### config.mk
export PLATFORM = sky130hd
export DESIGN_NAME = cdq_merge
export DESIGN_NICKNAME = d
export VERILOG_FILES = /design/src/hw/rtl/cdq_pkg.sv /design/src/hw/rtl/cdq_merge.sv
export VERILOG_INCLUDE_DIRS = /design/src /design/src/hw/rtl
export SDC_FILE = /design/constraint.sdc
export NUM_CORES = 1
export LEC_CHECK = 0
export BUFFER_PORTS_ARGS = -buffer_cell sky130_fd_sc_hd__buf_2
export CELL_PAD_IN_SITES_DETAIL_PLACEMENT = 1
export CELL_PAD_IN_SITES_GLOBAL_PLACEMENT = 2
export CORE_MARGIN = 4
export CORE_UTILIZATION = 36
export CTS_CLUSTER_DIAMETER = 120
export DETAILED_ROUTE_END_ITERATION = 8
export PLACE_DENSITY_LB_ADDON = 0.12
export SYNTH_ARGS = -nofsm -noshare
export SYNTH_HDL_FRONTEND = slang
export SYNTH_SLANG_ARGS = --single-unit
### constraint.sdc
create_clock -name i_clk -period 5.75 [get_ports i_clk]
set_clock_uncertainty 0.15 [all_clocks]
set_input_delay 0.575 -clock i_clk [delete_from_list [all_inputs] [get_ports i_clk]]
set_output_delay 0.575 -clock i_clk [all_outputs]
set_load 0.05 [all_outputs]
### src/hw/rtl/int8_conv_dot_requantize_unit_assert.svh
// Assertion macros shared by the conv dot / requantize RTL.
// Both macros sample on i_clk and are disabled while i_rst_n is low.
`ifndef INT8_CONV_DOT_REQUANTIZE_UNIT_ASSERT_SVH
`define INT8_CONV_DOT_REQUANTIZE_UNIT_ASSERT_SVH
`ifndef SYNTHESIS
`define CDQ_ASSERT_IMP(label, ante, cons) \
    label: assert property (@(posedge i_clk) disable iff (!i_rst_n) (ante) |-> (cons)) \
        else $error("cdq assertion failed");
`define CDQ_ASSERT_NXT(label, ante, cons) \
    label: assert property (@(posedge i_clk) disable iff (!i_rst_n) (ante) |=> (cons)) \
        else $error("cdq assertion failed");
`else
`define CDQ_ASSERT_IMP(label, ante, cons)
`define CDQ_ASSERT_NXT(label, ante, cons)
`endif
`endif

### src/hw/rtl/cdq_pkg.sv
// Shared widths, register indexes and bus structs for the conv dot / requantize unit.
// No dependencies.
`default_nettype none

package cdq_pkg;

    localparam int LANES     = 8;
    localparam int BYTE_W    = 8;
    localparam int PACK_W    = 64;
    localparam int PACK_LANES = PACK_W / BYTE_W;
    localparam int IZO_W     = 9;
    localparam int ADJ_W     = IZO_W + 1;
    localparam int PROD_W    = ADJ_W + BYTE_W;
    localparam int SUM_W     = PROD_W + $clog2(LANES);
    localparam int ACC_W     = 32;
    localparam int MULT_W    = 32;
    localparam int WIDE_W    = 2 * MULT_W;
    localparam int RND_W     = ACC_W + 1;
    localparam int SHIFT_W   = 6;
    localparam int OUT_W     = 8;
    localparam int DATA_W    = 32;
    localparam int ADDR_W    = 4;
    localparam int REG_IDX_W = 2;

    localparam logic signed [WIDE_W-1:0] NUDGE_POS = WIDE_W'(64'sd1073741824);
    localparam logic signed [WIDE_W-1:0] NUDGE_NEG = WIDE_W'(-64'sd1073741823);
    localparam logic signed [ACC_W-1:0]  Q31_MAX   = {1'b0, {(ACC_W-1){1'b1}}};
    localparam logic signed [ACC_W-1:0]  Q31_MIN   = {1'b1, {(ACC_W-1){1'b0}}};

    localparam logic signed [OUT_W-1:0] CLAMP_LO_RST = {1'b1, {(OUT_W-1){1'b0}}};
    localparam logic signed [OUT_W-1:0] CLAMP_HI_RST = {1'b0, {(OUT_W-1){1'b1}}};

    typedef enum logic [REG_IDX_W-1:0] {
        REG_IN_OFFSET  = 2'd0,
        REG_OUT_OFFSET = 2'd1,
        REG_CLAMP_LO   = 2'd2,
        REG_CLAMP_HI   = 2'd3
    } t_reg_idx;

    typedef logic signed [PROD_W-1:0] t_prod;

    // side info that rides along with the lane products
    typedef struct packed {
        logic                      in_image;
        logic                      done;
        logic signed [ACC_W-1:0]   bias;
        logic signed [MULT_W-1:0]  mult;
        logic signed [SHIFT_W-1:0] shift;
    } t_tap_info;

    // finished dot product handed to the requantizer
    typedef struct packed {
        logic signed [ACC_W-1:0]   value;
        logic signed [MULT_W-1:0]  mult;
        logic signed [SHIFT_W-1:0] shift;
    } t_point;

    typedef struct packed {
        logic signed [OUT_W-1:0] out_offset;
        logic signed [OUT_W-1:0] clamp_lo;
        logic signed [OUT_W-1:0] clamp_hi;
    } t_out_cfg;

endpackage

`default_nettype wire

### src/hw/rtl/cdq_merge.sv
// Lane sum and 32-bit wrapping accumulator; emits one point per done transaction.
// Depends on cdq_pkg and the assertion macro header.
`default_nettype none
`include "int8_conv_dot_requantize_unit_assert.svh"

module cdq_merge (
    input  wire logic               i_clk,
    input  wire logic               i_rst_n,
    input  wire logic               i_valid,
    output logic                    o_ready,
    input  wire cdq_pkg::t_prod     i_products [cdq_pkg::LANES],
    input  wire cdq_pkg::t_tap_info i_info,
    output logic                    o_valid,
    input  wire logic               i_ready,
    output cdq_pkg::t_point         o_point
);

    logic signed [cdq_pkg::SUM_W-1:0] w_sum;
    logic signed [cdq_pkg::SUM_W-1:0] r_b_sum;
    cdq_pkg::t_tap_info               r_b_info;
    logic                             r_b_valid;

    logic [cdq_pkg::ACC_W-1:0]        r_acc;
    logic [cdq_pkg::ACC_W-1:0]        n_acc;
    logic [cdq_pkg::ACC_W-1:0]        w_total;
    cdq_pkg::t_point                  r_c_point;
    logic                             r_c_valid;

    logic                             w_ready_c;
    logic                             w_cons_b;

    always_comb begin
        w_sum = '0;
        for (int k = 0; k < cdq_pkg::LANES; k++) begin
            w_sum = w_sum + cdq_pkg::SUM_W'(i_products[k]);
        end
    end

    // a non-final transaction is absorbed by the accumulator, never blocked downstream
    assign w_ready_c = !r_c_valid || i_ready;
    assign w_cons_b  = !r_b_info.done || w_ready_c;
    assign o_ready   = !r_b_valid || w_cons_b;

    always_ff @(posedge i_clk) begin
        if (!i_rst_n) begin
            r_b_valid <= 1'b0;
        end else if (o_ready) begin
            r_b_valid <= i_valid;
        end
    end

    always_ff @(posedge i_clk) begin
        if (o_ready) begin
            r_b_sum  <= w_sum;
            r_b_info <= i_info;
        end
    end

    assign w_total = r_acc + (r_b_info.in_image ? cdq_pkg::ACC_W'(r_b_sum) : '0);

    always_comb begin
        n_acc = r_acc;
        if (r_b_valid && w_cons_b) begin
            n_acc = r_b_info.done ? '0 : w_total;
        end
    end

    always_ff @(posedge i_clk) begin
        if (!i_rst_n) begin
            r_acc     <= '0;
            r_c_valid <= 1'b0;
        end else begin
            r_acc <= n_acc;
            if (w_ready_c) begin
                r_c_valid <= r_b_valid && r_b_info.done;
            end
        end
    end

    always_ff @(posedge i_clk) begin
        if (w_ready_c && r_b_valid && r_b_info.done) begin
            r_c_point.value <= signed'(w_total + r_b_info.bias);
            r_c_point.mult  <= r_b_info.mult;
            r_c_point.shift <= r_b_info.shift;
        end
    end

    assign o_valid = r_c_valid;
    assign o_point = r_c_point;

    `CDQ_ASSERT_NXT(a_acc_cleared, r_b_valid && r_b_info.done && w_cons_b, r_acc == '0)
    `CDQ_ASSERT_IMP(a_point_from_done, $rose(r_c_valid), $past(r_b_valid && r_b_info.done))
    `CDQ_ASSERT_NXT(a_done_waits, r_b_valid && r_b_info.done && !w_ready_c,
                    r_b_valid && r_b_info.done)

endmodule

`default_nettype wire

==> metrics <==
status=complete, no violations; Pins Over Slew Limit=0; area added between synthesis and finish=19.3%; Final WS setup=0.524 ns; Mapped Area=0.0132 mm^2; CTS resizes=0; Max-cap violations=0; Routed WL per cell=15.5 um; worst hold path stage count=1; critical path capture point type=register; mean post-synth cell area=11.6 um^2; worst slack at placement=0.0227 ns; drt total wl=29.6 mm; reg2reg setup slack=0.52 ns; placed insts=1878; overall power=6720 uW; Worst-Margin Slew=0.923 ns; io pins=292; Hold Fails Final Rpt=0; synth warn=0; Antenna Violating Nets Remaining=0; fin util=44.0%; post-synth net total=1556; DRC=0; post-DR vias/cell=4.70; worst-path maximum fanout=21; PortBufs=291; RSZ-0062 raised after global routing=no; pin count of the biggest net entering global routing=71; fin cells=1910; Final nets=1852; post-layout minimum cycle time=5.23 ns; FMAX=191 MHz; DR vias=8980; VDD IR max=0.214 mV; relative slew slack=38.3%; Setup violations, final=0; global placement routability congestion=0.794; Seq cells post-synth=197; Tcrit/Tclk final=90.9%; Die Wd=200 um; slowest stage delay, CP=0.57 ns; vias in the first global route=9728; HP Class=in -> reg; DRT Pass-1 Iters=4; Initial Utilization=36.9%; Synth async-reset ratio=0%; cells along the critical path=buf_4, and2_1, ha_1, inv_1, fa_1, nor2b_1, o31a_1, o41a_1, a311o_1, xor2_1, ha_1, a2111oi_0, and2_1, o21ai_1, a21oi_2, a211o_1, o211ai_1, a31o_2, a21oi_1, xnor2_1; EDFF count, synth=163; die area=0.0399 mm^2; CTS tree=built; DIE HEIGHT=200 um; Crit Path Category=reg -> reg; Primary FF master, synth=edfxtp_1; post-DP HPWL=24.7 mm; Sum Neg Setup Slack=0 ns; clock latency at the later pin of the worst-skew pair=0.43 ns; Hold Buf Count CTS=0; Core ar.=0.0359 mm^2; LEAKAGE=0.00744 uW; CP max stage cell=a2111oi_0; postcts setup bufs=0; Total GRT Usage=14.9%; layout cells sized above 1=24.9%; Critical Path Start Type=register; Starting DRT DRC Count=450; worst flop-to-flop path startpoint=r_b_info[71]; RR Endpoint=o_point[68]; Row Count=69; initial antenna violation count=0; first-pass GRT wire length=48.0 mm; CP required=5.78 ns; Syn Inst Count=1140; Hold Path Sink=r_b_info[66]; FF-to-FF path depth=20; grt total ovfl=0; clk root buf=clkbuf_16; CTS buffer count=17; H-tree levels=4; Power per Cell Area=425 mW/mm^2; CTS max path bufs=2; Yosys cell types=71; HP Start=i_info[66]; CP arrival=5.26 ns; Ant. Diodes=0; sequential area share after synthesis=42.1%; CTS Sinks=197; Clock Pin Slew Worst Setup and Hold Paths=0.07 ns
## cell usage in the layout (no fill, tap or decap), types with 23 or more instances in the layout
master,n
a21o_1,39
and2_1,24
a22oi_1,23
nor2b_1,37
fa_1,113
nor2_1,39
inv_1,209
buf_2,291
nand2_1,30
xnor2_1,58
o21ai_0,29
edfxtp_1,163
dfxtp_1,34
ha_1,83
a21oi_1,62
## metrics by stage
stage | hold slack [ns] | area (um^2)
2_1_floorplan | 0.250 | 13200
3_3_place_gp | 0.250 | 15200
3_5_place_dp | 0.256 | 15200
4_1_cts | 0.131 | 15800
5_1_grt | 0.129 | 15800
6_report | 0.163 | 15800
## area by class of cell
class                           instances  area [um^2]
Tap cell                              461          577
Multi-Input combinational cell        711         6770
Timing Repair Buffer                  300         1520
Clock buffer                           17          425
Inverter                              209          785
Sequential cell                       197         5580
Clock inverter                         15          143
Fill cell                            3995        20100
## cells by family after synthesis
family,share of synthesized area (%)
buffers and inverters,6.96
XOR/XNOR,5.23
adder cells (fa/ha/maj),24.9
AND/OR/NAND/NOR,7.56
flip-flops,42.1
AO/OA/AOI/OAI,13.2
## synth_stat cells (4+ instances only)
cell type / count / share of area (%)
nand4_1: 7 / 0.33
inv_1: 209 / 5.9
xnor2_1: 58 / 3.8
nand2b_1: 8 / 0.38
o21a_1: 8 / 0.45
nand3_1: 12 / 0.45
clkbuf_1: 13 / 0.37
fa_1: 113 / 17
a211oi_1: 8 / 0.45
a211o_1: 5 / 0.33
o21ai_0: 29 / 1.1
edfxtp_1: 163 / 37
a32o_1: 5 / 0.38
dfxtp_1: 34 / 5.1
a31oi_1: 5 / 0.24
a21oi_1: 62 / 2.3
o21bai_1: 11 / 0.62
a21o_2: 4 / 0.26
ha_1: 83 / 7.8
nor2b_1: 37 / 1.7
o31ai_1: 4 / 0.23
o21ai_1: 5 / 0.19
nor2_1: 41 / 1.2
xor2_1: 21 / 1.4
a22oi_1: 23 / 1.3
and2_1: 24 / 1.1
a21o_1: 39 / 2.2
nand2_1: 30 / 0.85
and3_1: 7 / 0.33
nor3_1: 7 / 0.26
## worst max-delay path, delay by kind of cell, from the launching register on
kind | cells | cell delay [ns]
fa+ha+maj | 3 | 0.79
simple gates | 3 | 0.43
flops | 1 | 0.36
buf+inv | 2 | 0.28
xor+xnor | 2 | 0.32
compound gates | 10 | 2.66
## per-layer routing
metal / vias up / track usage [%] / wire, um / share of wire, %
met4: 0 / 3.32 / 215 / 0.73
li1: 4474 / - / - / -
met2: 216 / 24.3 / 13700 / 46
met5: - / 0 / 0 / 0
met1: 4279 / 20.6 / 14100 / 48
met3: 11 / 3.14 / 1630 / 5.5
## registers in the layout, summed over array words and instances (netlist names)
register   count
o_point       70
o_valid        1
r_acc         32
r_b_info      72
r_b_sum       21
r_b_valid      1
## worst max path at each step
stage,startpoint,slack [ns],depth (start not counted),end
floorplan,i_products[56],0.44,20,r_b_sum[20]
global placement,i_products[56],0.10,21,r_b_sum[20]
detailed placement,i_products[56],0.02,21,r_b_sum[20]
CTS,r_b_info[71],0.46,23,o_point[65]
global route,r_b_info[71],0.07,23,o_point[69]
finish,r_b_info[71],0.52,20,o_point[68]
## power breakdown
part,leakage [uW],internal [uW],switching [uW]
Sequential,0.00190,1920,40.6
Clock,0.000277,610,542
Combinational,0.00526,1620,1990
Power figures use the tool's default switching activity.
