## config.mk

```make
export PLATFORM = sky130hd
export DESIGN_NAME = cdq_requant
export DESIGN_NICKNAME = d
export VERILOG_FILES = /design/src/hw/rtl/int8_conv_dot_requantize_unit_assert.svh /design/src/hw/rtl/cdq_pkg.sv /design/src/hw/rtl/cdq_requant.sv
export SDC_FILE = /design/constraint.sdc
export NUM_CORES = 2
export LEC_CHECK = 0
export ABC_CLOCK_PERIOD_IN_PS = 20400
export BUFFER_PORTS_ARGS = -buffer_cell sky130_fd_sc_hd__clkbuf_2
export CORE_MARGIN = 5
export CORE_UTILIZATION = 68
export CTS_BUF_LIST = sky130_fd_sc_hd__clkbuf_8
export DETAILED_ROUTE_END_ITERATION = 8
export GPL_TIMING_DRIVEN = 0
export PLACE_DENSITY = 0.83
export SETUP_SLACK_MARGIN = 0.05
export SLEW_MARGIN = 20
export SYNTH_ARGS = -nofsm -noshare
export SYNTH_HDL_FRONTEND = slang
export SYNTH_SLANG_ARGS = --single-unit
```

## constraint.sdc

```tcl
create_clock -name i_clk -period 20.4 [get_ports i_clk]
set_input_delay 4.08 -clock i_clk [delete_from_list [all_inputs] [get_ports i_clk]]
set_output_delay 4.08 -clock i_clk [all_outputs]
set_load 0.02 [all_outputs]
```

## src/hw/rtl/int8_conv_dot_requantize_unit_assert.svh

```systemverilog
// Assertion macros shared by the conv dot / requantize RTL.
// Both macros sample on i_clk and are disabled while i_rst_n is low.
`ifndef INT8_CONV_DOT_REQUANTIZE_UNIT_ASSERT_SVH
`define INT8_CONV_DOT_REQUANTIZE_UNIT_ASSERT_SVH
`ifndef SYNTHESIS
`define CDQ_ASSERT_IMP(label, ante, cons) \
    label: assert property (@(posedge i_clk) disable iff (!i_rst_n) (ante) |-> (cons)) \
        else $error("cdq assertion failed");
`define CDQ_ASSERT_NXT(label, ante, cons) \
    label: assert property (@(posedge i_clk) disable iff (!i_rst_n) (ante) |=> (cons)) \
        else $error("cdq assertion failed");
`else
`define CDQ_ASSERT_IMP(label, ante, cons)
`define CDQ_ASSERT_NXT(label, ante, cons)
`endif
`endif

```

## src/hw/rtl/cdq_pkg.sv

```systemverilog
// Shared widths, register indexes and bus structs for the conv dot / requantize unit.
// No dependencies.
`default_nettype none

package cdq_pkg;

    localparam int LANES     = 8;
    localparam int BYTE_W    = 8;
    localparam int PACK_W    = 64;
    localparam int PACK_LANES = PACK_W / BYTE_W;
    localparam int IZO_W     = 9;
    localparam int ADJ_W     = IZO_W + 1;
    localparam int PROD_W    = ADJ_W + BYTE_W;
    localparam int SUM_W     = PROD_W + $clog2(LANES);
    localparam int ACC_W     = 32;
    localparam int MULT_W    = 32;
    localparam int WIDE_W    = 2 * MULT_W;
    localparam int RND_W     = ACC_W + 1;
    localparam int SHIFT_W   = 6;
    localparam int OUT_W     = 8;
    localparam int DATA_W    = 32;
    localparam int ADDR_W    = 4;
    localparam int REG_IDX_W = 2;

    localparam logic signed [WIDE_W-1:0] NUDGE_POS = WIDE_W'(64'sd1073741824);
    localparam logic signed [WIDE_W-1:0] NUDGE_NEG = WIDE_W'(-64'sd1073741823);
    localparam logic signed [ACC_W-1:0]  Q31_MAX   = {1'b0, {(ACC_W-1){1'b1}}};
    localparam logic signed [ACC_W-1:0]  Q31_MIN   = {1'b1, {(ACC_W-1){1'b0}}};

    localparam logic signed [OUT_W-1:0] CLAMP_LO_RST = {1'b1, {(OUT_W-1){1'b0}}};
    localparam logic signed [OUT_W-1:0] CLAMP_HI_RST = {1'b0, {(OUT_W-1){1'b1}}};

    typedef enum logic [REG_IDX_W-1:0] {
        REG_IN_OFFSET  = 2'd0,
        REG_OUT_OFFSET = 2'd1,
        REG_CLAMP_LO   = 2'd2,
        REG_CLAMP_HI   = 2'd3
    } t_reg_idx;

    typedef logic signed [PROD_W-1:0] t_prod;

    // side info that rides along with the lane products
    typedef struct packed {
        logic                      in_image;
        logic                      done;
        logic signed [ACC_W-1:0]   bias;
        logic signed [MULT_W-1:0]  mult;
        logic signed [SHIFT_W-1:0] shift;
    } t_tap_info;

    // finished dot product handed to the requantizer
    typedef struct packed {
        logic signed [ACC_W-1:0]   value;
        logic signed [MULT_W-1:0]  mult;
        logic signed [SHIFT_W-1:0] shift;
    } t_point;

    typedef struct packed {
        logic signed [OUT_W-1:0] out_offset;
        logic signed [OUT_W-1:0] clamp_lo;
        logic signed [OUT_W-1:0] clamp_hi;
    } t_out_cfg;

endpackage

`default_nettype wire

```

## src/hw/rtl/cdq_requant.sv

```systemverilog
// Requantizer pipeline: pre-shift, Q31 rounding high multiply, rounding right
// shift, output offset and clamp, ending in the output register. Depends on cdq_pkg.
`default_nettype none

module cdq_requant (
    input  wire logic        i_clk,
    input  wire logic        i_rst_n,
    input  wire logic        i_valid,
    output logic             o_ready,
    input  wire cdq_pkg::t_point   i_point,
    input  wire cdq_pkg::t_out_cfg i_cfg,
    output logic             o_valid,
    input  wire logic        i_stall,
    output logic [cdq_pkg::OUT_W-1:0] o_out_value
);

    // stage D: left pre-shift
    logic                                r_d_valid;
    logic signed [cdq_pkg::ACC_W-1:0]    r_d_shifted;
    logic signed [cdq_pkg::MULT_W-1:0]   r_d_mult;
    logic [cdq_pkg::SHIFT_W-1:0]         r_d_right;
    logic [cdq_pkg::SHIFT_W-2:0]         w_left;
    logic [cdq_pkg::SHIFT_W-1:0]         w_right;
    logic                                w_pos_shift;

    // stage E: full product
    logic                                r_e_valid;
    logic signed [cdq_pkg::WIDE_W-1:0]   r_e_prod;
    logic                                r_e_minmin;
    logic [cdq_pkg::SHIFT_W-1:0]         r_e_right;

    // stage F: high half with rounding
    logic                                r_f_valid;
    logic signed [cdq_pkg::ACC_W-1:0]    r_f_high;
    logic [cdq_pkg::SHIFT_W-1:0]         r_f_right;
    logic signed [cdq_pkg::WIDE_W-1:0]   w_biased;
    logic signed [cdq_pkg::WIDE_W-1:0]   w_floor;
    logic signed [cdq_pkg::WIDE_W-1:0]   w_trunc;

    // stage G: rounding right shift
    logic                                r_g_valid;
    logic signed [cdq_pkg::ACC_W-1:0]    r_g_val;
    logic signed [cdq_pkg::RND_W-1:0]    w_x;
    logic signed [cdq_pkg::RND_W-1:0]    w_q;
    logic [cdq_pkg::RND_W-1:0]           w_mask;
    logic [cdq_pkg::RND_W-1:0]           w_rem;
    logic [cdq_pkg::RND_W-1:0]           w_thr;
    logic [cdq_pkg::RND_W-1:0]           w_rounded;

    // stage H: offset, clamp, output register
    logic                                r_o_valid;
    logic [cdq_pkg::OUT_W-1:0]           r_out_value;
    logic signed [cdq_pkg::RND_W-1:0]    w_v;
    logic signed [cdq_pkg::RND_W-1:0]    w_lo;
    logic signed [cdq_pkg::RND_W-1:0]    w_hi;
    logic signed [cdq_pkg::RND_W-1:0]    w_c1;
    logic signed [cdq_pkg::RND_W-1:0]    w_c2;

    logic w_ready_h, w_ready_g, w_ready_f, w_ready_e, w_ready_d;

    assign w_ready_h = !r_o_valid || !i_stall;
    assign w_ready_g = !r_g_valid || w_ready_h;
    assign w_ready_f = !r_f_valid || w_ready_g;
    assign w_ready_e = !r_e_valid || w_ready_f;
    assign w_ready_d = !r_d_valid || w_ready_e;
    assign o_ready   = w_ready_d;

    always_ff @(posedge i_clk) begin
        if (!i_rst_n) begin
            r_d_valid <= 1'b0;
            r_e_valid <= 1'b0;
            r_f_valid <= 1'b0;
            r_g_valid <= 1'b0;
            r_o_valid <= 1'b0;
        end else begin
            if (w_ready_d) begin
                r_d_valid <= i_valid;
            end
            if (w_ready_e) begin
                r_e_valid <= r_d_valid;
            end
            if (w_ready_f) begin
                r_f_valid <= r_e_valid;
            end
            if (w_ready_g) begin
                r_g_valid <= r_f_valid;
            end
            if (w_ready_h) begin
                r_o_valid <= r_g_valid;
            end
        end
    end

    // positive shift goes left before the multiply (wraps), else right after it
    assign w_pos_shift = i_point.shift > cdq_pkg::SHIFT_W'(0);
    assign w_left      = w_pos_shift ? i_point.shift[cdq_pkg::SHIFT_W-2:0] : '0;
    assign w_right     = w_pos_shift ? '0 : cdq_pkg::SHIFT_W'(-i_point.shift);

    always_ff @(posedge i_clk) begin
        if (w_ready_d) begin
            r_d_shifted <= i_point.value << w_left;
            r_d_mult    <= i_point.mult;
            r_d_right   <= w_right;
        end
    end

    always_ff @(posedge i_clk) begin
        if (w_ready_e) begin
            r_e_prod   <= r_d_shifted * r_d_mult;
            r_e_minmin <= (r_d_shifted == cdq_pkg::Q31_MIN) && (r_d_mult == cdq_pkg::Q31_MIN);
            r_e_right  <= r_d_right;
        end
    end

    // divide by 2^31 truncating toward zero
    assign w_biased = r_e_prod + (r_e_prod[cdq_pkg::WIDE_W-1] ? cdq_pkg::NUDGE_NEG
                                                              : cdq_pkg::NUDGE_POS);
    assign w_floor  = w_biased >>> (cdq_pkg::MULT_W - 1);
    assign w_trunc  = w_floor + cdq_pkg::WIDE_W'(w_biased[cdq_pkg::WIDE_W-1]
                                                && (|w_biased[cdq_pkg::MULT_W-2:0]));

    always_ff @(posedge i_clk) begin
        if (w_ready_f) begin
            r_f_high  <= r_e_minmin ? cdq_pkg::Q31_MAX : w_trunc[cdq_pkg::ACC_W-1:0];
            r_f_right <= r_e_right;
        end
    end

    // floor shift, then round up when the remainder passes half (ties away from zero)
    assign w_x       = cdq_pkg::RND_W'(r_f_high);
    assign w_q       = w_x >>> r_f_right;
    assign w_mask    = (cdq_pkg::RND_W'(1) << r_f_right) - cdq_pkg::RND_W'(1);
    assign w_rem     = cdq_pkg::RND_W'(w_x) & w_mask;
    assign w_thr     = (w_mask >> 1) + cdq_pkg::RND_W'(r_f_high[cdq_pkg::ACC_W-1]);
    assign w_rounded = w_q + cdq_pkg::RND_W'(w_rem > w_thr);

    always_ff @(posedge i_clk) begin
        if (w_ready_g) begin
            r_g_val <= signed'(w_rounded[cdq_pkg::ACC_W-1:0]);
        end
    end

    // low limit first, then high limit, so the high limit wins when they cross
    assign w_v  = cdq_pkg::RND_W'(r_g_val) + cdq_pkg::RND_W'(i_cfg.out_offset);
    assign w_lo = cdq_pkg::RND_W'(i_cfg.clamp_lo);
    assign w_hi = cdq_pkg::RND_W'(i_cfg.clamp_hi);
    assign w_c1 = (w_v < w_lo) ? w_lo : w_v;
    assign w_c2 = (w_c1 > w_hi) ? w_hi : w_c1;

    always_ff @(posedge i_clk) begin
        if (w_ready_h) begin
            r_out_value <= w_c2[cdq_pkg::OUT_W-1:0];
        end
    end

    assign o_valid     = r_o_valid;
    assign o_out_value = r_out_value;

endmodule

`default_nettype wire

```

==> flow_metrics.tcl <==
set metrics [dict create \
    max_cap_viol_count 0 \
    grt_pass1_wl_um 295000 \
    crit_path_frequent_cell "o21a_1" \
    syn_area_sq_um 55600 \
    tns_ns 0 \
    io-pin-count 108 \
    cp-end-kind "flip-flop" \
    cts_htree_levels 2 \
    initial_core_util_pct 68.8 \
    ys_types 92 \
    grt_pass1_vias 49000 \
    syn_avg_cell_area_sq_um 9.11 \
    io_buffers 107 \
    worstHoldPathType "flip-flop to flip-flop" \
    yosys.area.top_type "fa_1" \
    path_max_fanout 10 \
    synth_top_area_share_pct 39.0 \
    synth-async-reset-ratio_pct 0 \
    cp-start-kind "primary input" \
    tightest_slew_ns 1.26 \
    drive_gt1_share_pct 5.10 \
    synth_edf_count 219 \
    via_count 47400 \
    grt_max_degree 60 \
    clock_skew_ns 0.0839 \
    cp.arrival_ns 13.27 \
    finalCriticalPeriod_ns 12.84 \
    dieArea_sq_um 87500 \
    place_hpwl_um 160000 \
    nNetsFinal 7797 \
    area_delta_synth_final_pct 5.37 \
    antenna_found_initial 23 \
    clk_path_buf_depth 3 \
    yosys-top-cells-area "fa_1 (39%), edfxtp_1 (12%), ha_1 (8.0%), inv_1 (7.9%), nand2_1 (6.7%)" \
    grt_setup_unrepaired "no" \
    violations "design-rule violations" \
    cts_tree "built" \
    finalHoldViolCount 0 \
    overflow 0 \
    setup_slack_ns 7.56 \
    status "finished with violations" \
    syn_inst 6100 \
    hold_ws_ns 0.396 \
    postCtsSetupBuffers 0 \
    core_region_area_sq_um 80800 \
    dr.pass1.iters 9 \
    period_share_pct 62.9 \
    ys_ff_latch 224 \
    ys_seq_area_share_pct 12.0 \
    ys.flop_type "edfxtp_1" \
    crit_type "primary input to flip-flop" \
    max_stage_delay_ns 0.74 \
    routedWlPerCell_um 26.7 \
    vias_per_cell 6.43 \
    max_freq_mhz 77.9 \
    worstPathRequired_ns 20.84 \
    cp_slowest_cell "a2111oi_0" \
    slew_viol_final 0 \
    routed_wl_um 196000 \
    clk_latency_ns 0.75 \
    clock-root-buffer "clkbuf_8" \
    cts_hold_buf 0 \
    cts_sinks 224 \
    final_antenna_net_count 0 \
    gp_congestion 1.08 \
    slew_headroom_pct 16.1 \
    ys_warn_count 0 \
    synth_nets 7637 \
    grt_usage_pct 45.7 \
    clk_pin_slew_ns 0.06 \
    fp.dieW_um 296 \
    cts_made_buffers 44 \
    drtIter0Drc 5006 \
    die_y_um 296 \
    route.detailed.drc 1 \
    finalSetupViolations 0 \
    std_cell_rows 104 \
    ctsResizeCount 0 \
    pre_cts_ws_ns 7.27 \
]
-- cell usage after synthesis (18+ instances only) --
cell type	number
inv_1	1177
fa_1	1083
nand2_1	990
ha_1	356
and2_1	286
clkbuf_1	266
edfxtp_1	219
nor2_1	205
a21oi_1	203
o21ai_0	155
xnor2_1	118
a21o_1	94
mux2i_1	83
nand3_1	74
nand2b_1	63
xor2_1	62
nand4_1	60
nor3_1	55
nor2b_1	54
mux4_2	43
nor4_1	39
a31oi_1	36
o21a_1	35
and3_1	31
a211oi_1	30
mux2_2	27
o21bai_1	18
-- sequential cells by signal, summed over array words and instances (netlist names) --
| name | cells |
|---|---|
| r_f_valid | 1 |
| r_e_valid | 1 |
| r_f_high | 32 |
| r_g_val | 32 |
| o_out_value | 8 |
| r_d_shifted | 32 |
| r_f_right | 6 |
| r_e_right | 6 |
| r_e_prod | 64 |
| r_g_valid | 1 |
| r_d_valid | 1 |
| r_d_mult | 32 |
| o_valid | 1 |
| r_e_minmin | 1 |
| r_d_right | 6 |
-- worst paths after layout --
| path | startpoint | end | slack [ns] | depth (start not counted) |
|---|---|---|---|---|
| max | i_cfg[16] | o_out_value[5]$_DFFE_PP_ | 7.56 | 38 |
| min | r_e_right[2]$_DFFE_PP_ | r_f_right[2]$_DFFE_PP_ | 0.40 | 0 |
| max reg2reg | r_d_mult[4]$_DFFE_PP_ | r_e_prod[61]$_DFFE_PP_ | 9.33 | 27 |
| min reg2reg | r_e_right[2]$_DFFE_PP_ | r_f_right[2]$_DFFE_PP_ | 0.40 | 0 |
-- cell type report --
cell class | instances | area, sq um
clock buffers | 44 | 606
flip-flops and latches | 224 | 6680
multi-input cells | 4405 | 43400
diodes | 15 | 37.5
plain buffers | 290 | 1130
fillers | 6061 | 22300
repair buffers | 114 | 659
inverters | 1181 | 4440
well taps | 1060 | 1330
clock inverters | 35 | 315
-- critical path, delay by kind of cell --
kind            cells  cell delay, ns
fa+ha+maj           4            1.18
mux                 2            0.80
simple gates        5            0.37
compound gates     24            6.03
xor+xnor            1            0.19
buf+inv             2            0.61
-- metrics by stage --
step / util (%) / std cells / area (sq um)
after CTS: 72.4 / 7353 / 58500
after floorplan: - / 6100 / 55600
after global routing: 72.4 / 7355 / 58500
after global placement: 71.1 / 7267 / 57400
final: 72.5 / 7368 / 58600
after detailed placement: 71.3 / 7274 / 57600
-- kinds of logic (layout without fill, tap and decap cells) --
| kind of cell | count (synthesis) | in the layout | synth area share [%] |
|---|---|---|---|
| other | 0 | 15 | 0 |
| flip-flops | 224 | 224 | 12.0 |
| buffers and inverters | 1471 | 1664 | 10.0 |
| AO/OA/AOI/OAI | 696 | 696 | 7.93 |
| adder cells (fa/ha/maj) | 1439 | 1439 | 47.0 |
| multiplexers | 153 | 153 | 3.78 |
| AND/OR/NAND/NOR | 1937 | 1937 | 16.4 |
| XOR/XNOR | 180 | 180 | 2.84 |
-- placed cells by master, fill, tap and decap left out, types with 30 or more instances in the layout --
| master | instances |
|---|---|
| and2_1 | 286 |
| o21ai_0 | 155 |
| nand2_1 | 988 |
| clkbuf_2 | 110 |
| mux4_2 | 43 |
| fa_1 | 1081 |
| xor2_1 | 62 |
| a31oi_1 | 36 |
| clkbuf_1 | 263 |
| nor3_1 | 55 |
| ha_1 | 356 |
| a21o_1 | 94 |
| clkbuf_8 | 44 |
| a211oi_1 | 30 |
| nor2_1 | 205 |
| a21oi_1 | 202 |
| xnor2_1 | 118 |
| nor2b_1 | 54 |
| o21a_1 | 35 |
| nand2b_1 | 63 |
| edfxtp_1 | 219 |
| and3_1 | 31 |
| nand4_1 | 60 |
| nand3_1 | 74 |
| inv_1 | 1183 |
| mux2i_1 | 83 |
| nor4_1 | 37 |
-- metal layers --
layer	track usage [%]	vias up	part of all wire [%]
met5	0.434	-	0.082
met4	31.9	10	9.6
met1	54.6	23300	33
met3	17.4	1069	14
li1	-	19500	-
met2	68.7	3420	43
Power is not shown: default switching activity piles up to over one toggle a cycle in this logic, so the estimate is an artifact.
