## config.mk

```make
export PLATFORM = sky130hd
export DESIGN_NAME = cdq_lane
export DESIGN_NICKNAME = d
export VERILOG_FILES = /design/src/hw/rtl/int8_conv_dot_requantize_unit_assert.svh /design/src/hw/rtl/cdq_pkg.sv /design/src/hw/rtl/cdq_lane.sv
export SDC_FILE = /design/constraint.sdc
export NUM_CORES = 1
export LEC_CHECK = 0
export ABC_CLOCK_PERIOD_IN_PS = 15200
export BUFFER_PORTS_ARGS = -buffer_cell sky130_fd_sc_hd__buf_2
export CAP_MARGIN = 5
export CORE_ASPECT_RATIO = 0.9
export CORE_MARGIN = 2
export CORE_UTILIZATION = 45
export CTS_BUF_LIST = sky130_fd_sc_hd__clkbuf_8
export CTS_CLUSTER_DIAMETER = 60
export DETAILED_ROUTE_END_ITERATION = 6
export PLACE_DENSITY = 0.65
export SKIP_CTS_REPAIR_TIMING = 1
export SYNTH_ARGS = -nofsm -noshare
export SYNTH_HDL_FRONTEND = slang
export SYNTH_SLANG_ARGS = --single-unit
```

## constraint.sdc

```tcl
create_clock -name i_clk -period 15.2 [get_ports i_clk]
set_input_delay 2.28 -clock i_clk [delete_from_list [all_inputs] [get_ports i_clk]]
set_output_delay 2.28 -clock i_clk [all_outputs]
set_load 0.05 [all_outputs]
```

## src/hw/rtl/int8_conv_dot_requantize_unit_assert.svh

```systemverilog
// Assertion macros shared by the conv dot / requantize RTL.
// Both macros sample on i_clk and are disabled while i_rst_n is low.
`ifndef INT8_CONV_DOT_REQUANTIZE_UNIT_ASSERT_SVH
`define INT8_CONV_DOT_REQUANTIZE_UNIT_ASSERT_SVH
`ifndef SYNTHESIS
`define CDQ_ASSERT_IMP(label, ante, cons) \
    label: assert property (@(posedge i_clk) disable iff (!i_rst_n) (ante) |-> (cons)) \
        else $error("cdq assertion failed");
`define CDQ_ASSERT_NXT(label, ante, cons) \
    label: assert property (@(posedge i_clk) disable iff (!i_rst_n) (ante) |=> (cons)) \
        else $error("cdq assertion failed");
`else
`define CDQ_ASSERT_IMP(label, ante, cons)
`define CDQ_ASSERT_NXT(label, ante, cons)
`endif
`endif

```

## src/hw/rtl/cdq_pkg.sv

```systemverilog
// Shared widths, register indexes and bus structs for the conv dot / requantize unit.
// No dependencies.
`default_nettype none

package cdq_pkg;

    localparam int LANES     = 8;
    localparam int BYTE_W    = 8;
    localparam int PACK_W    = 64;
    localparam int PACK_LANES = PACK_W / BYTE_W;
    localparam int IZO_W     = 9;
    localparam int ADJ_W     = IZO_W + 1;
    localparam int PROD_W    = ADJ_W + BYTE_W;
    localparam int SUM_W     = PROD_W + $clog2(LANES);
    localparam int ACC_W     = 32;
    localparam int MULT_W    = 32;
    localparam int WIDE_W    = 2 * MULT_W;
    localparam int RND_W     = ACC_W + 1;
    localparam int SHIFT_W   = 6;
    localparam int OUT_W     = 8;
    localparam int DATA_W    = 32;
    localparam int ADDR_W    = 4;
    localparam int REG_IDX_W = 2;

    localparam logic signed [WIDE_W-1:0] NUDGE_POS = WIDE_W'(64'sd1073741824);
    localparam logic signed [WIDE_W-1:0] NUDGE_NEG = WIDE_W'(-64'sd1073741823);
    localparam logic signed [ACC_W-1:0]  Q31_MAX   = {1'b0, {(ACC_W-1){1'b1}}};
    localparam logic signed [ACC_W-1:0]  Q31_MIN   = {1'b1, {(ACC_W-1){1'b0}}};

    localparam logic signed [OUT_W-1:0] CLAMP_LO_RST = {1'b1, {(OUT_W-1){1'b0}}};
    localparam logic signed [OUT_W-1:0] CLAMP_HI_RST = {1'b0, {(OUT_W-1){1'b1}}};

    typedef enum logic [REG_IDX_W-1:0] {
        REG_IN_OFFSET  = 2'd0,
        REG_OUT_OFFSET = 2'd1,
        REG_CLAMP_LO   = 2'd2,
        REG_CLAMP_HI   = 2'd3
    } t_reg_idx;

    typedef logic signed [PROD_W-1:0] t_prod;

    // side info that rides along with the lane products
    typedef struct packed {
        logic                      in_image;
        logic                      done;
        logic signed [ACC_W-1:0]   bias;
        logic signed [MULT_W-1:0]  mult;
        logic signed [SHIFT_W-1:0] shift;
    } t_tap_info;

    // finished dot product handed to the requantizer
    typedef struct packed {
        logic signed [ACC_W-1:0]   value;
        logic signed [MULT_W-1:0]  mult;
        logic signed [SHIFT_W-1:0] shift;
    } t_point;

    typedef struct packed {
        logic signed [OUT_W-1:0] out_offset;
        logic signed [OUT_W-1:0] clamp_lo;
        logic signed [OUT_W-1:0] clamp_hi;
    } t_out_cfg;

endpackage

`default_nettype wire

```

## src/hw/rtl/cdq_lane.sv

```systemverilog
// One multiply lane: (sample + input offset) * weight, registered.
// Depends on cdq_pkg.
`default_nettype none

module cdq_lane (
    input  wire logic                             i_clk,
    input  wire logic                             i_load,
    input  wire logic [cdq_pkg::BYTE_W-1:0]       i_sample,
    input  wire logic [cdq_pkg::BYTE_W-1:0]       i_weight,
    input  wire logic signed [cdq_pkg::IZO_W-1:0] i_in_offset,
    output cdq_pkg::t_prod                        o_product
);

    logic signed [cdq_pkg::ADJ_W-1:0] w_adj;
    cdq_pkg::t_prod                   w_prod;
    cdq_pkg::t_prod                   r_product;

    assign w_adj  = cdq_pkg::ADJ_W'(signed'(i_sample)) + cdq_pkg::ADJ_W'(i_in_offset);
    assign w_prod = w_adj * signed'(i_weight);

    always_ff @(posedge i_clk) begin
        if (i_load) begin
            r_product <= w_prod;
        end
    end

    assign o_product = r_product;

endmodule

`default_nettype wire

```

==> reports/results.tsv, run 1 <==
metric	value	unit
crit path max fanout	8	
setup TNS	0	ns
final slew viol count	0	
FMAX	0.127	GHz
Starting DRT DRC Count	87	
crit path kind	input port to register	
Reg clk slew, reported paths	0.06	ns
Arrival @ worst endpoint	7.86	ns
CTS tree	yes	
Netlist Area Pre-Place	0.00410	sq mm
Post-Syn Instances	440	
Boundary Pins	45	
status	finished clean	
Initial Util	45.7	%
Slew @ Worst Pin	0.767	ns
CP peak stage delay	0.56	ns
Post-synth EDFFs	18	
Final HPWL DP	6560	um
Crit path top cell by count	fa_1	
# clock sinks	18	
crit share post-route	51.8	%
CTS H-tree lvls	1	
DR pass1 iterations	4	
placed instance area	0.00443	sq mm
FF+latch count, synth	18	
GRT overflow	0	
final wirelength	7550	um
gpl congestion	0.807	
Critical Path RT	15.20	ns
clk root buf	clkbuf_8	
Netlist cell types	40	
die width	105	um
Setup Slack @ Placement	7.05	ns
final design area excluding fillers	0.00448	sq mm
crit-path cells	buf_2, ha_1, inv_1, fa_1, nor2b_1, o21ai_1, a21boi_1, o21a_1, nor2_1, o21bai_1, a21oi_4, mux2_2, fa_1, fa_1, fa_1, fa_1, inv_1, ha_1, a21oi_1, nor2b_1, nor3_1, a21bo_2, o31ai_1, xnor2_1	
Mean Syn Cell Area	9.31	sq um
setup slack after layout	7.33	ns
CP startpoint kind	input port	
row count	33	
hold slack	2.47	ns
Worst Setup SP	i_sample[0]	
final setup fails	0	
Total GRT Usage	17.3	%
commonest non-fill, non-tap cells in the layout	inv_1, fa_1, ha_1, buf_2, and2_1	
clock buffer depth	2	
number of port buffers	44	
Vert. Die Dim	94.5	um
Hold WC Path Type	input port to register	
DRT antenna net count	0	
CP max stage cell	fa_1	
Vias	2904	
initial antenna violation count	0	
nets	617	
Worst Setup End Kind	register	
routed len/inst	12.6	um
die area	0.00988	sq mm
Vias/cell	4.84	
share of layout cells above drive strength 1	12.1	%
number of global-route vias before repair	3196	
CTS buffer count	3	
Post-Syn Nets	578	
relative slew slack	48.5	%
residual DRC count	0	
register area share after synthesis	13.2	%
Area growth syn-to-layout	9.29	%
RSZ-0062 raised after global routing	no	
commonest non-fill, non-tap cell in the layout	inv_1	
number of max-cap violations	0	
ANT cells	0	
first-pass GRT wire length	13900	um
max reg flops	18	
Core Region	0.00896	sq mm
Tmin final	7.87	ns
Fillers	878	
hold path startpoint	i_load	
area of the multi-input gates	0.00316	sq mm
YS warnings	0	
ys async rst share	0	%
sequential cell area	541	sq um
Main synth FF type	edfxtp_1	
final hold vios	0	
largest net degree at the start of global routing	20	
## final cells by class
class                   instances  share of cell area [%]
clock buffers                   3                   0.922
clock inverters                 1                  0.0838
inverters                      95                    7.97
multi-input cells             317                    70.6
flip-flops and latches         18                    12.1
well taps                     122                    3.41
repair buffers                 44                    4.92
## final timing paths
check / to / slack, ns / cells after the start
setup / recovery: o_product[17] / 7.33 / 24
hold / removal: o_product[5] / 2.47 / 1
## layer usage
metal	wire (um)	part of all wire [%]	global-route usage (%)	up-vias
met4	72	0.95	2.78	0
met5	0	0	0	-
met3	160	2.1	1.79	8
li1	-	-	-	1440
met1	3180	42	19.8	1422
met2	4140	55	35.4	34
## critical path: cells and delay by family
| kind | cells | cell delay [ns] |
|---|---|---|
| and+or+nand+nor | 4 | 0.44 |
| muxes | 1 | 0.40 |
| buffers and inverters | 3 | 0.21 |
| adders and majority gates | 7 | 2.83 |
| AOI/OAI and AO/OA | 8 | 1.58 |
| xor gates and xnor gates | 1 | 0.11 |
## synthesized netlist by cell type (2+ instances only)
cell type | n | area (sq um)
o21bai_1 | 3 | 22.5
nor2b_1 | 16 | 100
nand2b_1 | 12 | 75.1
xnor2_1 | 26 | 228
clkbuf_1 | 8 | 30.0
o21ai_0 | 5 | 25.0
and2_1 | 34 | 213
xor2_1 | 8 | 70.1
ha_1 | 53 | 663
a21bo_2 | 2 | 20.0
nor2_1 | 18 | 67.6
o21a_1 | 3 | 22.5
nand2_1 | 28 | 105
inv_1 | 94 | 353
fa_1 | 58 | 1160
mux2i_1 | 7 | 70.1
buf_1 | 2 | 7.51
edfxtp_1 | 18 | 541
nor3_1 | 3 | 15.0
a21o_1 | 6 | 45.0
a21oi_1 | 17 | 85.1
## kinds of logic (layout without fill, tap and decap cells)
family | Yosys count | after routing | synth area share [%]
AO/OA/AOI/OAI | 48 | 48 | 8.28
XOR/XNOR | 34 | 34 | 7.27
adder cells (fa/ha/maj) | 111 | 111 | 44.5
buffers and inverters | 105 | 143 | 9.62
flip-flops | 18 | 18 | 13.2
multiplexers | 8 | 8 | 1.99
AND/OR/NAND/NOR | 116 | 116 | 15.1
## through the flow
step | utilization (%) | instances
finish | 50.0 | 600
global route | 50.0 | 600
CTS | 50.0 | 600
detailed placement | 49.5 | 596
global placement | 49.5 | 596
floorplan | - | 440
Power of run 1 is not shown: default switching activity piles up to over one toggle a cycle in this logic, so the estimate is an artifact.
==> inputs of run 2 (changes only) <==
--- a/config.mk
+++ b/config.mk
@@ -5,7 +5,7 @@
 export SDC_FILE = /design/constraint.sdc
 export NUM_CORES = 1
 export LEC_CHECK = 0
-export ABC_CLOCK_PERIOD_IN_PS = 15200
+export ABC_CLOCK_PERIOD_IN_PS = 6410
 export BUFFER_PORTS_ARGS = -buffer_cell sky130_fd_sc_hd__buf_2
 export CAP_MARGIN = 5
 export CORE_ASPECT_RATIO = 0.9
@@ -14,7 +14,7 @@
 export CTS_BUF_LIST = sky130_fd_sc_hd__clkbuf_8
 export CTS_CLUSTER_DIAMETER = 60
 export DETAILED_ROUTE_END_ITERATION = 6
-export PLACE_DENSITY = 0.65
+export PLACE_DENSITY = 0.67
 export SKIP_CTS_REPAIR_TIMING = 1
 export SYNTH_ARGS = -nofsm -noshare
 export SYNTH_HDL_FRONTEND = slang
==> constraint.sdc (replaced) <==
create_clock -name i_clk -period 6.41 [get_ports i_clk]
set_input_delay 0.9615 -clock i_clk [delete_from_list [all_inputs] [get_ports i_clk]]
set_output_delay 0.9615 -clock i_clk [all_outputs]
set_load 0.05 [all_outputs]
==> run 2 against run 1 <==
Against the previous run:
- cell count rose by 5.8%
- clock-buffer cell count unchanged
- via count up 4.2%
- non-clock buffer count is 35 higher
- setup slack got worse by 7.0 ns
- utilization increased by 5.0 points
- global-route usage shrank 0.53 points
- worst hold slack worse by 1.3 ns
- sequential share of layout area down 1.1 points
- first-iteration DRC count is 18% lower
==> reports/results.tsv, run 2 (synthesis gave the netlist of run 1 again) <==
metric	value	unit
routed len/inst	12.3	um
Fillers	840	
Vert. Die Dim	94.5	um
fin cells	635	
number of max-cap violations	0	
commonest non-fill, non-tap cells in the layout	inv_1, fa_1, ha_1, buf_2, and2_1	
max reg flops	18	
ANT cells	0	
CTS buffer count	3	
CTS tree	yes	
clock buffer depth	2	
Final HPWL DP	6510	um
crit path kind	input port to register	
largest net degree at the start of global routing	20	
DR pass1 iterations	4	
DRT antenna net count	0	
CP startpoint kind	input port	
Reg clk slew, reported paths	0.07	ns
gpl congestion	0.852	
Total GRT Usage	16.8	%
GRT overflow	0	
Boundary Pins	45	
Tmin final	6.09	ns
die width	105	um
Hold WC Path Type	input port to register	
Slew @ Worst Pin	0.649	ns
area of the multi-input gates	0.00334	sq mm
commonest non-fill, non-tap cell in the layout	inv_1	
first-pass GRT wire length	13800	um
Worst Setup End Kind	register	
FMAX	0.164	GHz
row count	33	
CTS H-tree lvls	1	
crit path max fanout	4	
relative slew slack	56.4	%
clk root buf	clkbuf_8	
initial antenna violation count	0	
# clock sinks	18	
sequential cell area	541	sq um
Critical Path RT	6.41	ns
final wirelength	7780	um
residual DRC count	0	
status	finished clean	
Initial Util	45.7	%
number of port buffers	44	
nets	652	
final setup fails	0	
Vias/cell	4.77	
share of layout cells above drive strength 1	23.2	%
Core Region	0.00896	sq mm
Starting DRT DRC Count	71	
final hold vios	0	
Vias	3026	
die area	0.00988	sq mm
number of global-route vias before repair	3219	
Arrival @ worst endpoint	6.09	ns
placed insts	629	
Area growth syn-to-layout	20.3	%
final slew viol count	0	
crit share post-route	95.0	%
[run 2: final timing paths]
check                 depth (start not counted)   startpoint             to
worst max-delay path                         27  i_sample[0]  o_product[17]
worst min-delay path                          1       i_load   o_product[5]
[run 2: worst max-delay path: stages]
cell and delay, ns:
buf_2 0.10, ha_2 0.18, inv_2 0.06, fa_2 0.19
nor2b_1 0.05, o21ai_1 0.17, a21boi_1 0.10, o21a_1 0.22
nor2_4 0.18, o21bai_2 0.10, a21oi_4 0.22, buf_6 0.17
mux2i_4 0.25, ha_4 0.25, xnor2_2 0.14, fa_1 0.50
fa_1 0.55, inv_1 0.05, fa_1 0.52, inv_1 0.04
ha_2 0.18, a21oi_2 0.13, nor2b_2 0.06, nor3_2 0.17
a21bo_2 0.27, o31ai_4 0.17, xnor2_1 0.09
[run 2: layout make-up]
cell class                      instances  area share, %
Multi-Input combinational cell        317           67.8
Clock inverter                          1         0.0762
Inverter                               95           7.24
Clock buffer                            3          0.838
Tap cell                              122           3.10
Timing Repair Buffer                   79           9.95
Sequential cell                        18           11.0
[run 2: through the flow]
step / worst slack [ns] / cell area, sq um / setup TNS, ns / util [%] / hold WS, ns
floorplan: 0.0653 / 4100 / 0 / - / 1.07
global placement: -0.0619 / 4680 / -0.129 / 52.2 / 1.43
detailed placement: -0.137 / 4680 / -0.468 / 52.2 / 1.43
CTS: 0.119 / 4720 / 0 / 52.7 / 1.16
global route: -0.00595 / 4930 / -0.00904 / 55.0 / 1.18
finish: 0.323 / 4930 / 0 / 55.0 / 1.17
[run 2: routing by layer]
layer	GRT usage (%)	vias up	wire [um]
met1	20.6	1481	3500
met5	0	-	0
met4	2.67	0	70
li1	-	1507	-
met2	32.8	32	4080
met3	1.38	6	138
Power of run 2 is left out for the same reason.
==> inputs of run 3 (changes only) <==
--- a/config.mk
+++ b/config.mk
@@ -5,6 +5,7 @@
 export SDC_FILE = /design/constraint.sdc
 export NUM_CORES = 1
 export LEC_CHECK = 0
+export ABC_AREA = 1
 export ABC_CLOCK_PERIOD_IN_PS = 6410
 export BUFFER_PORTS_ARGS = -buffer_cell sky130_fd_sc_hd__buf_2
 export CAP_MARGIN = 5
==> constraint.sdc (replaced) <==
create_clock -name i_clk -period 6.41 [get_ports i_clk]
set_input_delay 1.282 -clock i_clk [delete_from_list [all_inputs] [get_ports i_clk]]
set_output_delay 1.282 -clock i_clk [all_outputs]
set_load 0.05 [all_outputs]
==> run 3 against run 2 <==
Against the previous run:
- maximum frequency decreased by 3.1%
- global-route usage up 2.0 points
- clock-buffer cell count unchanged
- sequential cell count is the same
- first-iteration DRC count increased by 72%
- worst hold slack improved by 0.24 ns
- via count increased by 10%
- synthesized area fell by 1.6%
- setup slack lost 0.19 ns
- largest cell class unchanged
==> reports/results.tsv, run 3 <==
metric	value	unit
status	finished clean	
Worst Setup SP	i_in_offset[0]	
Main synth FF type	edfxtp_1	
Initial Util	46.6	%
nets	717	
first-pass GRT wire length	15000	um
post-synth top area cell	fa_1	
sequential cell area	541	sq um
number of max-cap violations	0	
largest net degree at the start of global routing	19	
gpl congestion	0.920	
Reg clk slew, reported paths	0.06	ns
FF+latch count, synth	18	
DR pass1 iterations	4	
crit path kind	input port to register	
placed insts	689	
# clock sinks	18	
final hold vios	0	
Vert. Die Dim	93.8	um
Post-synth EDFFs	18	
commonest non-fill, non-tap cells in the layout	inv_1, nand2_1, fa_1, nor2_1, ha_1	
commonest non-fill, non-tap cell in the layout	inv_1	
row count	32	
setup slack after layout	0.129	ns
Mean Syn Cell Area	8.28	sq um
initial antenna violation count	0	
die width	104	um
ys async rst share	0	%
RSZ-0062 raised after global routing	yes	
crit path max fanout	5	
Core Region	0.00865	sq mm
final slew viol count	0	
final wirelength	8670	um
number of global-route vias before repair	3500	
Area growth syn-to-layout	23.6	%
CTS H-tree lvls	1	
Post-Syn Instances	487	
clk root buf	clkbuf_8	
Setup Slack @ Placement	-0.259	ns
list of most frequent post-synthesis cells	inv_1, nand2_1, fa_1	
Hold WC Path Type	input port to register	
CTS buffer count	3	
Worst Setup End Kind	register	
max reg flops	18	
Starting DRT DRC Count	122	
Vias/cell	4.79	
Fillers	811	
CP Capture Point	o_product[15]	
Arrival @ worst endpoint	6.28	ns
dominant cells by area after synthesis	fa_1, ha_1, edfxtp_1	
ANT cells	0	
CTS tree	yes	
residual DRC count	0	
CP top delay family	adder cells	
most frequent cell after synthesis	inv_1	
fin cells	696	
routed len/inst	12.5	um
register area share after synthesis	13.4	%
area of the multi-input gates	0.00317	sq mm
Total GRT Usage	18.7	%
final design area excluding fillers	0.00498	sq mm
YS warnings	0	
CP startpoint kind	input port	
Post-Syn Nets	625	
share of layout cells above drive strength 1	26.0	%
Slew @ Worst Pin	0.413	ns
GRT overflow	0	
Netlist Area Pre-Place	0.00403	sq mm
post-synth top area share	28.8	%
DRT antenna net count	0	
Boundary Pins	45	
die area	0.00974	sq mm
WP buf/inv	8	
crit share post-route	98.0	%
Tmin final	6.28	ns
placed instance area	0.00471	sq mm
relative slew slack	72.5	%
Final HPWL DP	7350	um
final setup fails	0	
Netlist cell types	35	
number of port buffers	44	
clock buffer depth	2	
setup TNS	0	ns
Critical Path RT	6.41	ns
FMAX	0.159	GHz
CP max stage cell	fa_1	
CP peak stage delay	0.51	ns
Vias	3335	
Crit. path cell count	30	
## run 3: cell count changes after synthesis, moves of 7 or more
cell / change
nand2_1: +41
inv_1: +38
nor2_1: +37
and2_1: -34
xnor2_1: -18
nor2b_1: -16
nand2b_1: -12
xor2_1: +12
a21oi_1: +8
clkbuf_1: -7
mux2i_1: -7
nand3_1: +7
## run 3: worst min path at each step
stage,startpoint,end,slack [ns],cells after the start
after floorplan,i_load,o_product[0],1.39,0
after global placement,i_weight[0],o_product[0],1.67,3
after detailed placement,i_weight[0],o_product[0],1.68,3
after CTS,i_weight[0],o_product[0],1.42,3
after global routing,i_weight[0],o_product[0],1.41,3
final,i_weight[0],o_product[0],1.41,3
## run 3: routing by layer
layer	wire [um]	part of all wire (%)	global-route usage [%]	vias to the layer above
li1	-	-	-	1658
met1	3740	43	23.8	1612
met2	4510	52	35.8	61
met3	390	4.5	2.15	4
met4	36	0.42	1.91	0
met5	0	0	0	-
## run 3: logic make-up (layout without fill, tap and decap cells)
group / Yosys count / in the layout / share of synthesized area (%)
flip-flops: 18 / 18 / 13.4
AO/OA/AOI/OAI: 45 / 45 / 6.76
AND/OR/NAND/NOR: 148 / 148 / 15.4
adder cells (fa/ha/maj): 111 / 111 / 45.2
XOR/XNOR: 29 / 29 / 6.48
buffers and inverters: 136 / 226 / 12.8
## run 3: final cells by class
| class | instances | area share, % |
|---|---|---|
| inverters | 134 | 10.2 |
| clock buffers | 3 | 0.829 |
| flip-flops and latches | 18 | 10.8 |
| multi-input cells | 333 | 63.5 |
| repair buffers | 89 | 11.6 |
| well taps | 119 | 2.99 |
## run 3: per-stage QoR
| step | util, % | hold slack, ns |
|---|---|---|
| floorplan | - | 1.39 |
| global placement | 54.4 | 1.67 |
| detailed placement | 54.4 | 1.68 |
| CTS | 54.9 | 1.42 |
| global route | 57.6 | 1.41 |
| finish | 57.6 | 1.41 |
Power of run 3 is left out for the same reason.
